## config.mk

```make
export PLATFORM = sky130hd
export DESIGN_NAME = integer_to_ascii_radix
export DESIGN_NICKNAME = d
export VERILOG_FILES = /design/src/hw/rtl/itoar_pkg.sv /design/src/hw/rtl/itoar_dabble.sv /design/src/hw/rtl/itoar_emit.sv /design/src/hw/rtl/integer_to_ascii_radix.sv
export SDC_FILE = /design/constraint.sdc
export NUM_CORES = 1
export LEC_CHECK = 0
export BUFFER_PORTS_ARGS = -buffer_cell sky130_fd_sc_hd__buf_2
export CAP_MARGIN = 5
export CORE_UTILIZATION = 50
export DETAILED_ROUTE_END_ITERATION = 6
export MAX_ROUTING_LAYER = met4
export PLACE_DENSITY = 0.74
export SYNTH_ARGS = -nofsm -noshare
export SYNTH_HDL_FRONTEND = slang
export SYNTH_SLANG_ARGS = --single-unit
```

## constraint.sdc

```tcl
create_clock -name clk -period 4 [get_ports clk]
set_clock_uncertainty 0.1 [all_clocks]
set_input_delay 0.4 -clock clk [delete_from_list [all_inputs] [get_ports clk]]
set_output_delay 0.4 -clock clk [all_outputs]
set_load 0.005 [all_outputs]
```

## src/hw/rtl/itoar_pkg.sv

```systemverilog
`default_nettype none

package itoar_pkg;

    localparam int VALUE_W    = 32;
    localparam int CHAR_W     = 8;
    localparam int COUNT_W    = 4;
    localparam int DIGIT_W    = 4;
    localparam int NUM_DIGITS = 11;
    localparam int DEC_DIGITS = 10;
    localparam int OCT_W      = 3;
    localparam int DIGITS_W   = NUM_DIGITS * DIGIT_W;
    localparam int BCD_W      = DEC_DIGITS * DIGIT_W;
    localparam int SHIFT_CNT_W = $clog2(VALUE_W);

    localparam logic [1:0] OP_DEC    = 2'd0;
    localparam logic [1:0] OP_OCT    = 2'd1;
    localparam logic [1:0] OP_HEX_UP = 2'd2;
    localparam logic [1:0] OP_HEX_LO = 2'd3;

    localparam logic [CHAR_W-1:0] CHAR_ZERO    = 8'h30;
    localparam logic [CHAR_W-1:0] CHAR_UPPER_A = 8'h41;
    localparam logic [CHAR_W-1:0] CHAR_LOWER_A = 8'h61;

    // Load request from the control sequencer to the digit emitter.
    typedef struct packed {
        logic load;
        logic lower;
    } emit_cmd_t;

    function automatic logic [CHAR_W-1:0] digit_char(input logic [DIGIT_W-1:0] d,
                                                     input logic lower);
        logic [CHAR_W-1:0] ext;
        ext = {{(CHAR_W-DIGIT_W){1'b0}}, d};
        if (d < 4'd10) begin
            digit_char = CHAR_ZERO + ext;
        end
        else if (lower) begin
            digit_char = CHAR_LOWER_A + ext - 8'd10;
        end
        else begin
            digit_char = CHAR_UPPER_A + ext - 8'd10;
        end
    endfunction

endpackage

`default_nettype wire

```

## src/hw/rtl/itoar_dabble.sv

```systemverilog
`default_nettype none

// Bit-serial binary to BCD conversion: one input bit enters per cycle,
// each BCD digit is adjusted by add-3 before every shift.
module itoar_dabble
(
    input  wire logic                            clk,
    input  wire logic                            rst_n,
    input  wire logic                            start,
    input  wire logic [itoar_pkg::VALUE_W-1:0]   value,
    output logic                                 done,
    output logic      [itoar_pkg::BCD_W-1:0]     bcd
);

    logic [itoar_pkg::VALUE_W-1:0]     bin_reg;
    logic [itoar_pkg::BCD_W-1:0]       bcd_reg;
    logic [itoar_pkg::BCD_W-1:0]       adj;
    logic [itoar_pkg::SHIFT_CNT_W-1:0] cnt_reg;
    logic                              run_reg;
    logic                              done_reg;

    always_comb
    begin
        for (int i = 0; i < itoar_pkg::DEC_DIGITS; i++)
        begin
            if (bcd_reg[i*itoar_pkg::DIGIT_W +: itoar_pkg::DIGIT_W] >= 4'd5) begin
                adj[i*itoar_pkg::DIGIT_W +: itoar_pkg::DIGIT_W] =
                    bcd_reg[i*itoar_pkg::DIGIT_W +: itoar_pkg::DIGIT_W] + 4'd3;
            end
            else begin
                adj[i*itoar_pkg::DIGIT_W +: itoar_pkg::DIGIT_W] =
                    bcd_reg[i*itoar_pkg::DIGIT_W +: itoar_pkg::DIGIT_W];
            end
        end
    end

    always_ff @(posedge clk or negedge rst_n)
    begin
        if (!rst_n) begin
            run_reg  <= 1'b0;
            done_reg <= 1'b0;
            cnt_reg  <= '0;
        end
        else begin
            done_reg <= 1'b0;
            if (start) begin
                run_reg <= 1'b1;
                cnt_reg <= '0;
            end
            else if (run_reg) begin
                cnt_reg <= cnt_reg + 1'b1;
                if (cnt_reg == itoar_pkg::SHIFT_CNT_W'(itoar_pkg::VALUE_W - 1)) begin
                    run_reg  <= 1'b0;
                    done_reg <= 1'b1;
                end
            end
        end
    end

    always_ff @(posedge clk)
    begin
        if (start) begin
            bin_reg <= value;
            bcd_reg <= '0;
        end
        else if (run_reg) begin
            bin_reg <= {bin_reg[itoar_pkg::VALUE_W-2:0], 1'b0};
            bcd_reg <= {adj[itoar_pkg::BCD_W-2:0], bin_reg[itoar_pkg::VALUE_W-1]};
        end
    end

    assign done = done_reg;
    assign bcd  = bcd_reg;

endmodule

`default_nettype wire

```

## src/hw/rtl/itoar_emit.sv

```systemverilog
`default_nettype none

// Digit shift register: drops leading zero digits, then sends one
// character per cycle from the most significant digit down.
module itoar_emit
(
    input  wire logic                              clk,
    input  wire logic                              rst_n,
    input  wire itoar_pkg::emit_cmd_t              cmd,
    input  wire logic [itoar_pkg::DIGITS_W-1:0]    digits,
    output logic                                   busy,
    output logic                                   strobe,
    output logic      [itoar_pkg::CHAR_W-1:0]      character,
    output logic                                   last,
    output logic      [itoar_pkg::COUNT_W-1:0]     char_count
);

    typedef enum logic [1:0] {
        E_IDLE,
        E_SKIP,
        E_EMIT
    } emit_state_t;

    emit_state_t                          state_reg, state_next;
    logic [itoar_pkg::DIGITS_W-1:0]       dig_reg, dig_next;
    logic [itoar_pkg::COUNT_W-1:0]        rem_reg, rem_next;
    logic [itoar_pkg::COUNT_W-1:0]        cnt_reg, cnt_next;
    logic                                 lower_reg, lower_next;
    logic [itoar_pkg::DIGIT_W-1:0]        top_digit;
    logic [itoar_pkg::DIGITS_W-1:0]       dig_shifted;

    assign top_digit   = dig_reg[itoar_pkg::DIGITS_W-1 -: itoar_pkg::DIGIT_W];
    assign dig_shifted = {dig_reg[itoar_pkg::DIGITS_W-itoar_pkg::DIGIT_W-1:0],
                          {itoar_pkg::DIGIT_W{1'b0}}};

    always_comb
    begin
        state_next = state_reg;
        dig_next   = dig_reg;
        rem_next   = rem_reg;
        cnt_next   = cnt_reg;
        lower_next = lower_reg;
        case (state_reg)
            E_IDLE:
            begin
                if (cmd.load) begin
                    dig_next   = digits;
                    rem_next   = itoar_pkg::COUNT_W'(itoar_pkg::NUM_DIGITS);
                    lower_next = cmd.lower;
                    state_next = E_SKIP;
                end
            end
            E_SKIP:
            begin
                // The last digit is always sent, so a zero value gives '0'.
                if (top_digit == '0 && rem_reg != 4'd1) begin
                    dig_next = dig_shifted;
                    rem_next = rem_reg - 1'b1;
                end
                else begin
                    cnt_next   = '0;
                    state_next = E_EMIT;
                end
            end
            E_EMIT:
            begin
                dig_next = dig_shifted;
                rem_next = rem_reg - 1'b1;
                cnt_next = cnt_reg + 1'b1;
                if (rem_reg == 4'd1) begin
                    state_next = E_IDLE;
                end
            end
            default:
            begin
                state_next = E_IDLE;
            end
        endcase
    end

    always_ff @(posedge clk or negedge rst_n)
    begin
        if (!rst_n) begin
            state_reg <= E_IDLE;
            rem_reg   <= '0;
            cnt_reg   <= '0;
        end
        else begin
            state_reg <= state_next;
            rem_reg   <= rem_next;
            cnt_reg   <= cnt_next;
        end
    end

    always_ff @(posedge clk)
    begin
        dig_reg   <= dig_next;
        lower_reg <= lower_next;
    end

    assign busy       = (state_reg != E_IDLE);
    assign strobe     = (state_reg == E_EMIT);
    assign character  = itoar_pkg::digit_char(top_digit, lower_reg);
    assign last       = strobe && (rem_reg == 4'd1);
    assign char_count = last ? (cnt_reg + 1'b1) : '0;

endmodule

`default_nettype wire

```

## src/hw/rtl/integer_to_ascii_radix.sv

```systemverilog
`default_nettype none

// Converts a 32-bit unsigned value to ASCII digits in decimal, octal or
// hex (upper or lower case), most significant digit first, without leading
// zeros. A transfer is taken when start is high while busy is low; busy
// then stays high until the emitter is idle after the last character.
// Characters leave on strobe, one per cycle, each present for exactly one
// cycle; the receiver cannot stall the stream, so it must take every
// strobed character. The last character carries last and the total count.
// Octal and hex go from the accept cycle through dropping the leading zero
// digits, seeing the first nonzero digit and sending the characters, and
// busy drops after the last character. Decimal first runs the bit-serial
// binary-to-BCD converter, which shifts in one value bit per cycle.
module integer_to_ascii_radix
(
    input  wire logic                                clk,
    input  wire logic                                rst_n,
    input  wire logic                                start,
    output logic                                     busy,
    input  wire logic [1:0]                          op,
    input  wire logic [itoar_pkg::VALUE_W-1:0]       value,
    output logic                                     strobe,
    output logic      [itoar_pkg::CHAR_W-1:0]        character,
    output logic                                     last,
    output logic      [itoar_pkg::COUNT_W-1:0]       char_count
);

    typedef enum logic [1:0] {
        S_IDLE,
        S_DABBLE,
        S_DRAIN
    } ctrl_state_t;

    ctrl_state_t                       state_reg, state_next;
    logic                              dab_start;
    logic                              dab_done;
    logic [itoar_pkg::BCD_W-1:0]       bcd;
    logic [itoar_pkg::DIGITS_W-1:0]    oct_digits;
    logic [itoar_pkg::DIGITS_W-1:0]    load_digits;
    itoar_pkg::emit_cmd_t              cmd;
    logic                              emit_busy;
    logic                              accept;

    assign accept = start && (state_reg == S_IDLE);

    always_comb
    begin
        for (int i = 0; i < itoar_pkg::NUM_DIGITS - 1; i++)
        begin
            oct_digits[i*itoar_pkg::DIGIT_W +: itoar_pkg::DIGIT_W] =
                {1'b0, value[i*itoar_pkg::OCT_W +: itoar_pkg::OCT_W]};
        end
        oct_digits[itoar_pkg::DIGITS_W-1 -: itoar_pkg::DIGIT_W] =
            {2'b00, value[itoar_pkg::VALUE_W-1 -: 2]};
    end

    always_comb
    begin
        state_next  = state_reg;
        dab_start   = 1'b0;
        cmd.load    = 1'b0;
        cmd.lower   = 1'b0;
        load_digits = {{(itoar_pkg::DIGITS_W-itoar_pkg::BCD_W){1'b0}}, bcd};
        case (state_reg)
            S_IDLE:
            begin
                if (accept) begin
                    case (op)
                        itoar_pkg::OP_DEC:
                        begin
                            dab_start  = 1'b1;
                            state_next = S_DABBLE;
                        end
                        itoar_pkg::OP_OCT:
                        begin
                            cmd.load    = 1'b1;
                            load_digits = oct_digits;
                            state_next  = S_DRAIN;
                        end
                        default:
                        begin
                            cmd.load    = 1'b1;
                            cmd.lower   = (op == itoar_pkg::OP_HEX_LO);
                            load_digits = {{(itoar_pkg::DIGITS_W-itoar_pkg::VALUE_W){1'b0}},
                                           value};
                            state_next  = S_DRAIN;
                        end
                    endcase
                end
            end
            S_DABBLE:
            begin
                if (dab_done) begin
                    cmd.load   = 1'b1;
                    state_next = S_DRAIN;
                end
            end
            S_DRAIN:
            begin
                if (!emit_busy) begin
                    state_next = S_IDLE;
                end
            end
            default:
            begin
                state_next = S_IDLE;
            end
        endcase
    end

    always_ff @(posedge clk or negedge rst_n)
    begin
        if (!rst_n) begin
            state_reg <= S_IDLE;
        end
        else begin
            state_reg <= state_next;
        end
    end

    assign busy = (state_reg != S_IDLE);

    itoar_dabble u_dabble
    (
        .clk   (clk),
        .rst_n (rst_n),
        .start (dab_start),
        .value (value),
        .done  (dab_done),
        .bcd   (bcd)
    );

    itoar_emit u_emit
    (
        .clk        (clk),
        .rst_n      (rst_n),
        .cmd        (cmd),
        .digits     (load_digits),
        .busy       (emit_busy),
        .strobe     (strobe),
        .character  (character),
        .last       (last),
        .char_count (char_count)
    );

endmodule

`default_nettype wire

```

==> results.md <==
* Cells after synthesis at 777
* End point of the worst hold path: u_dabble.bin_reg[6]
* Final RePlAce weighted congestion at 0.875
* Setup repair after global routing missed its margin: no
* Post-route clock period utilization at 0.632
* Max-cap violations at 0
* Final setup viols at 0
* Launch instance of the worst register-to-register path: u_emit.rem_reg[0]
* Initial Utilization at 0.515
* NumNets Final at 884
* Worst setup path class: register to output pin
* Placed wire-length estimate after detailed placement at 10400 um
* Area added between synthesis and finish at 13.2%
* Slew Viols, Final at 0
* Count of cell types in the netlist at 50
* Slew margin rel. at 0.458
* Leakage power of the design at 0.00354 uW
* Critical Path RT at 3.50 ns
* Number of flops mapped to enable cells by yosys at 77
* Min Hold Slack at 0.185 ns
* Die width at 122 um
* Proportion of synthesized chip area in sequential cells at 0.500
* Setup slack, reg-to-reg at 1.52 ns
* Cell at the root of the clock tree: sky130_fd_sc_hd__clkbuf_16
* Seq cells post-synth at 136
* Clk slew on worst S/H paths at 0.06 ns
* Yosys warns at 0
* DRT Pass-1 Iters at 5
* Number of top-level design ports at 52
* Detailed router's first-iteration violation count at 382
* Cell-by-cell trace of the critical path: inv_1 -> ha_1 -> inv_1 -> or2_2 -> a21oi_1 -> buf_2
* Insertion delay of the later-clocked pin in the worst-skew pair at 0.42 ns
* WL final at 15500 um
* Worst hold path cell count at 3
* Sort of element at the start of the critical path: register
* Class of the tightest hold or removal check: input port to register
* Delay of the slowest critical-path stage at 0.42 ns
* Arr. time, crit path at 2.03 ns
* Placeable Area at 13900 um^2
* Cells on worst reg2reg path at 7
* Cells resized by post-CTS repair at 0
* Run status: finished, final reports clean
* Number of remaining DRC errors at 0
* Cell with the most instances on the worst path: sky130_fd_sc_hd__inv_1
* Critical-path maximum fanout at 10
* TritonCTS clock tree: built
* Number of inserted diodes at 0
* Largest net degree at the start of global routing at 58
* Biggest area contributors in the synthesized netlist: sky130_fd_sc_hd__edfxtp_1 (32%), sky130_fd_sc_hd__dfxtp_1 (11%), sky130_fd_sc_hd__nand2_1 (8.4%)
* Area share of the largest cell type after synthesis at 0.322
* Syn_area_per_cell at 9.23 um^2
* Via count of the first global-routing pass at 5216
* Critical path's slowest cell: sky130_fd_sc_hd__dfrtp_1
* Reg-to-Reg End: u_emit.rem_reg[3]
* Primary FF master, synth: sky130_fd_sc_hd__edfxtp_1
* Full die area at 14800 um^2
* Critical Path Sink Type: output pin
* Yosys top cell by area: sky130_fd_sc_hd__edfxtp_1
* GRT Overall Usage at 0.231
* Via total after detailed routing at 5601
* Max FFs per register at 44
* Worst Setup SP: u_emit.state_reg[0]
* Via count normalized by instance count at 5.56
* Hold wc startpoint: value[6]
* Upper clock frequency limit at 0.395 GHz
* Buffers added on ports at 50
* Fill count at 1197
* Number of nets produced by synthesis at 846
* Drt wl/cell at 15.3 um
* Quantity of hold-fixing buffers added after cts at 1
* PD cells at 891 nW/um^2
* Worst supply voltage drop on vdd at 0.447 mV
* Count of buffer and inverter cells on the critical path at 3
* Floorplan die height at 122 um
* Sum Neg Setup Slack at 0 ns
* Number of hold violations in the final report at 0
* Netlist area before placement at 7170 um^2
* Setup Buffers After CTS at 0
* Clock tree sinks at 136
* Num rows at 43
* Async S/R FF share, synth at 0.140
* Clock buffers created by TritonCTS at 17
* Grt ovf at 0
* Proportion of layout cells with a drive suffix above 1 at 0.117
* Kind of cell with the highest combined delay on the critical path: flip-flops
* Buffer depth of the longest clock path at 2
* Period minus WS final at 2.53 ns
* DRT antenna net count at 0
* H-Tree Depth at 4
* Global-route wire length before repair at 25600 um
* Transition time of the tightest slew-check pin at 0.811 ns
* Number of antenna violations at the first check in global routing at 0
==> cell families after synthesis <==
| logic type | after synthesis | share of synthesized area |
|---|---|---|
| buffers and inverters | 78 | 0.0434 |
| multiplexers | 34 | 0.0476 |
| adder cells (fa/ha/maj) | 32 | 0.0558 |
| other | 1 | 0.000523 |
| XOR/XNOR | 18 | 0.0220 |
| AND/OR/NAND/NOR | 294 | 0.175 |
| AO/OA/AOI/OAI | 184 | 0.155 |
| flip-flops | 136 | 0.500 |
==> final cells by class <==
type,count,area [um^2],area share
flip-flops and latches,136,3590,0.442
multi-input cells,563,3280,0.405
clock buffers,22,464,0.0572
repair buffers,62,343,0.0422
well taps,180,225,0.0278
inverters,35,131,0.0162
clock inverters,10,78.8,0.00971
==> tightest hold or removal path, cell delays in order <==
cell and delay (ns):
sky130_fd_sc_hd__buf_2 0.10, sky130_fd_sc_hd__nand2_1 0.05, sky130_fd_sc_hd__nand2_1 0.05
==> per-stage QoR <==
stage | power (uW) | instance area (um^2) | worst slack, ns | cells | utilization
3_3_place_gp | 5690 | 7560 | 1.42 | 975 | 0.543
3_5_place_dp | 5810 | 7560 | 1.35 | 975 | 0.543
4_1_cts | 7270 | 8120 | 1.43 | 1008 | 0.582
2_1_floorplan | 5100 | 7170 | 1.03 | 777 | -
6_report | 7230 | 8120 | 1.47 | 1008 | 0.582
5_1_grt | 7810 | 8120 | 1.30 | 1008 | 0.582
==> where the power goes <==
part	total, uW	internal [uW]	switching [uW]
combinational	2850	1180	1670
sequential	2930	2460	471
clock	1440	876	568
==> per-layer routing <==
layer,vias to the layer above,GRT usage,share of wire,wire [um]
li1,2767,-,-,-
met1,2663,0.282,0.44,6780
met2,150,0.379,0.49,7650
met3,21,0.0510,0.052,801
met4,0,0.0748,0.016,240
met5,-,-,0,0
==> layout by cell type (no fill, tap or decap), types with 5 or more instances in the layout <==
cell and instances:
sky130_fd_sc_hd__nand2_1 161, sky130_fd_sc_hd__and3_1 5, sky130_fd_sc_hd__mux2i_1 33, sky130_fd_sc_hd__dfrtp_1 18, sky130_fd_sc_hd__clkbuf_16 17, sky130_fd_sc_hd__inv_1 35, sky130_fd_sc_hd__and2_1 5, sky130_fd_sc_hd__a22oi_1 36
sky130_fd_sc_hd__a21oi_1 58, sky130_fd_sc_hd__dfxtp_1 40, sky130_fd_sc_hd__edfxtp_1 77, sky130_fd_sc_hd__ha_1 31, sky130_fd_sc_hd__nor2_1 69, sky130_fd_sc_hd__nand2b_1 15, sky130_fd_sc_hd__nand3_1 18, sky130_fd_sc_hd__o211ai_1 5
sky130_fd_sc_hd__xnor2_1 16, sky130_fd_sc_hd__buf_2 50, sky130_fd_sc_hd__buf_4 11, sky130_fd_sc_hd__o21ai_0 60
==> synthesized netlist by cell type, types with 12 or more instances <==
cell,count
sky130_fd_sc_hd__nand2_1,161
sky130_fd_sc_hd__dfxtp_1,40
sky130_fd_sc_hd__ha_1,32
sky130_fd_sc_hd__nand3_1,18
sky130_fd_sc_hd__o21ai_0,60
sky130_fd_sc_hd__nand2b_1,15
sky130_fd_sc_hd__dfrtp_1,19
sky130_fd_sc_hd__xnor2_1,16
sky130_fd_sc_hd__clkbuf_1,30
sky130_fd_sc_hd__buf_2,12
sky130_fd_sc_hd__a21oi_1,58
sky130_fd_sc_hd__inv_1,35
sky130_fd_sc_hd__mux2i_1,33
sky130_fd_sc_hd__nor2_1,69
sky130_fd_sc_hd__a22oi_1,36
sky130_fd_sc_hd__edfxtp_1,77
==> how the worst max path moves through the flow <==
stage	end	slack, ns	cells past startpoint
after global placement	u_emit.rem_reg[3]	1.42	7
after global routing	char_count[3]	1.30	6
after floorplan	u_emit.rem_reg[3]	1.03	6
after detailed placement	u_emit.rem_reg[3]	1.35	7
final	char_count[3]	1.47	6
after CTS	char_count[3]	1.43	6
Power figures use the tool's default switching activity.
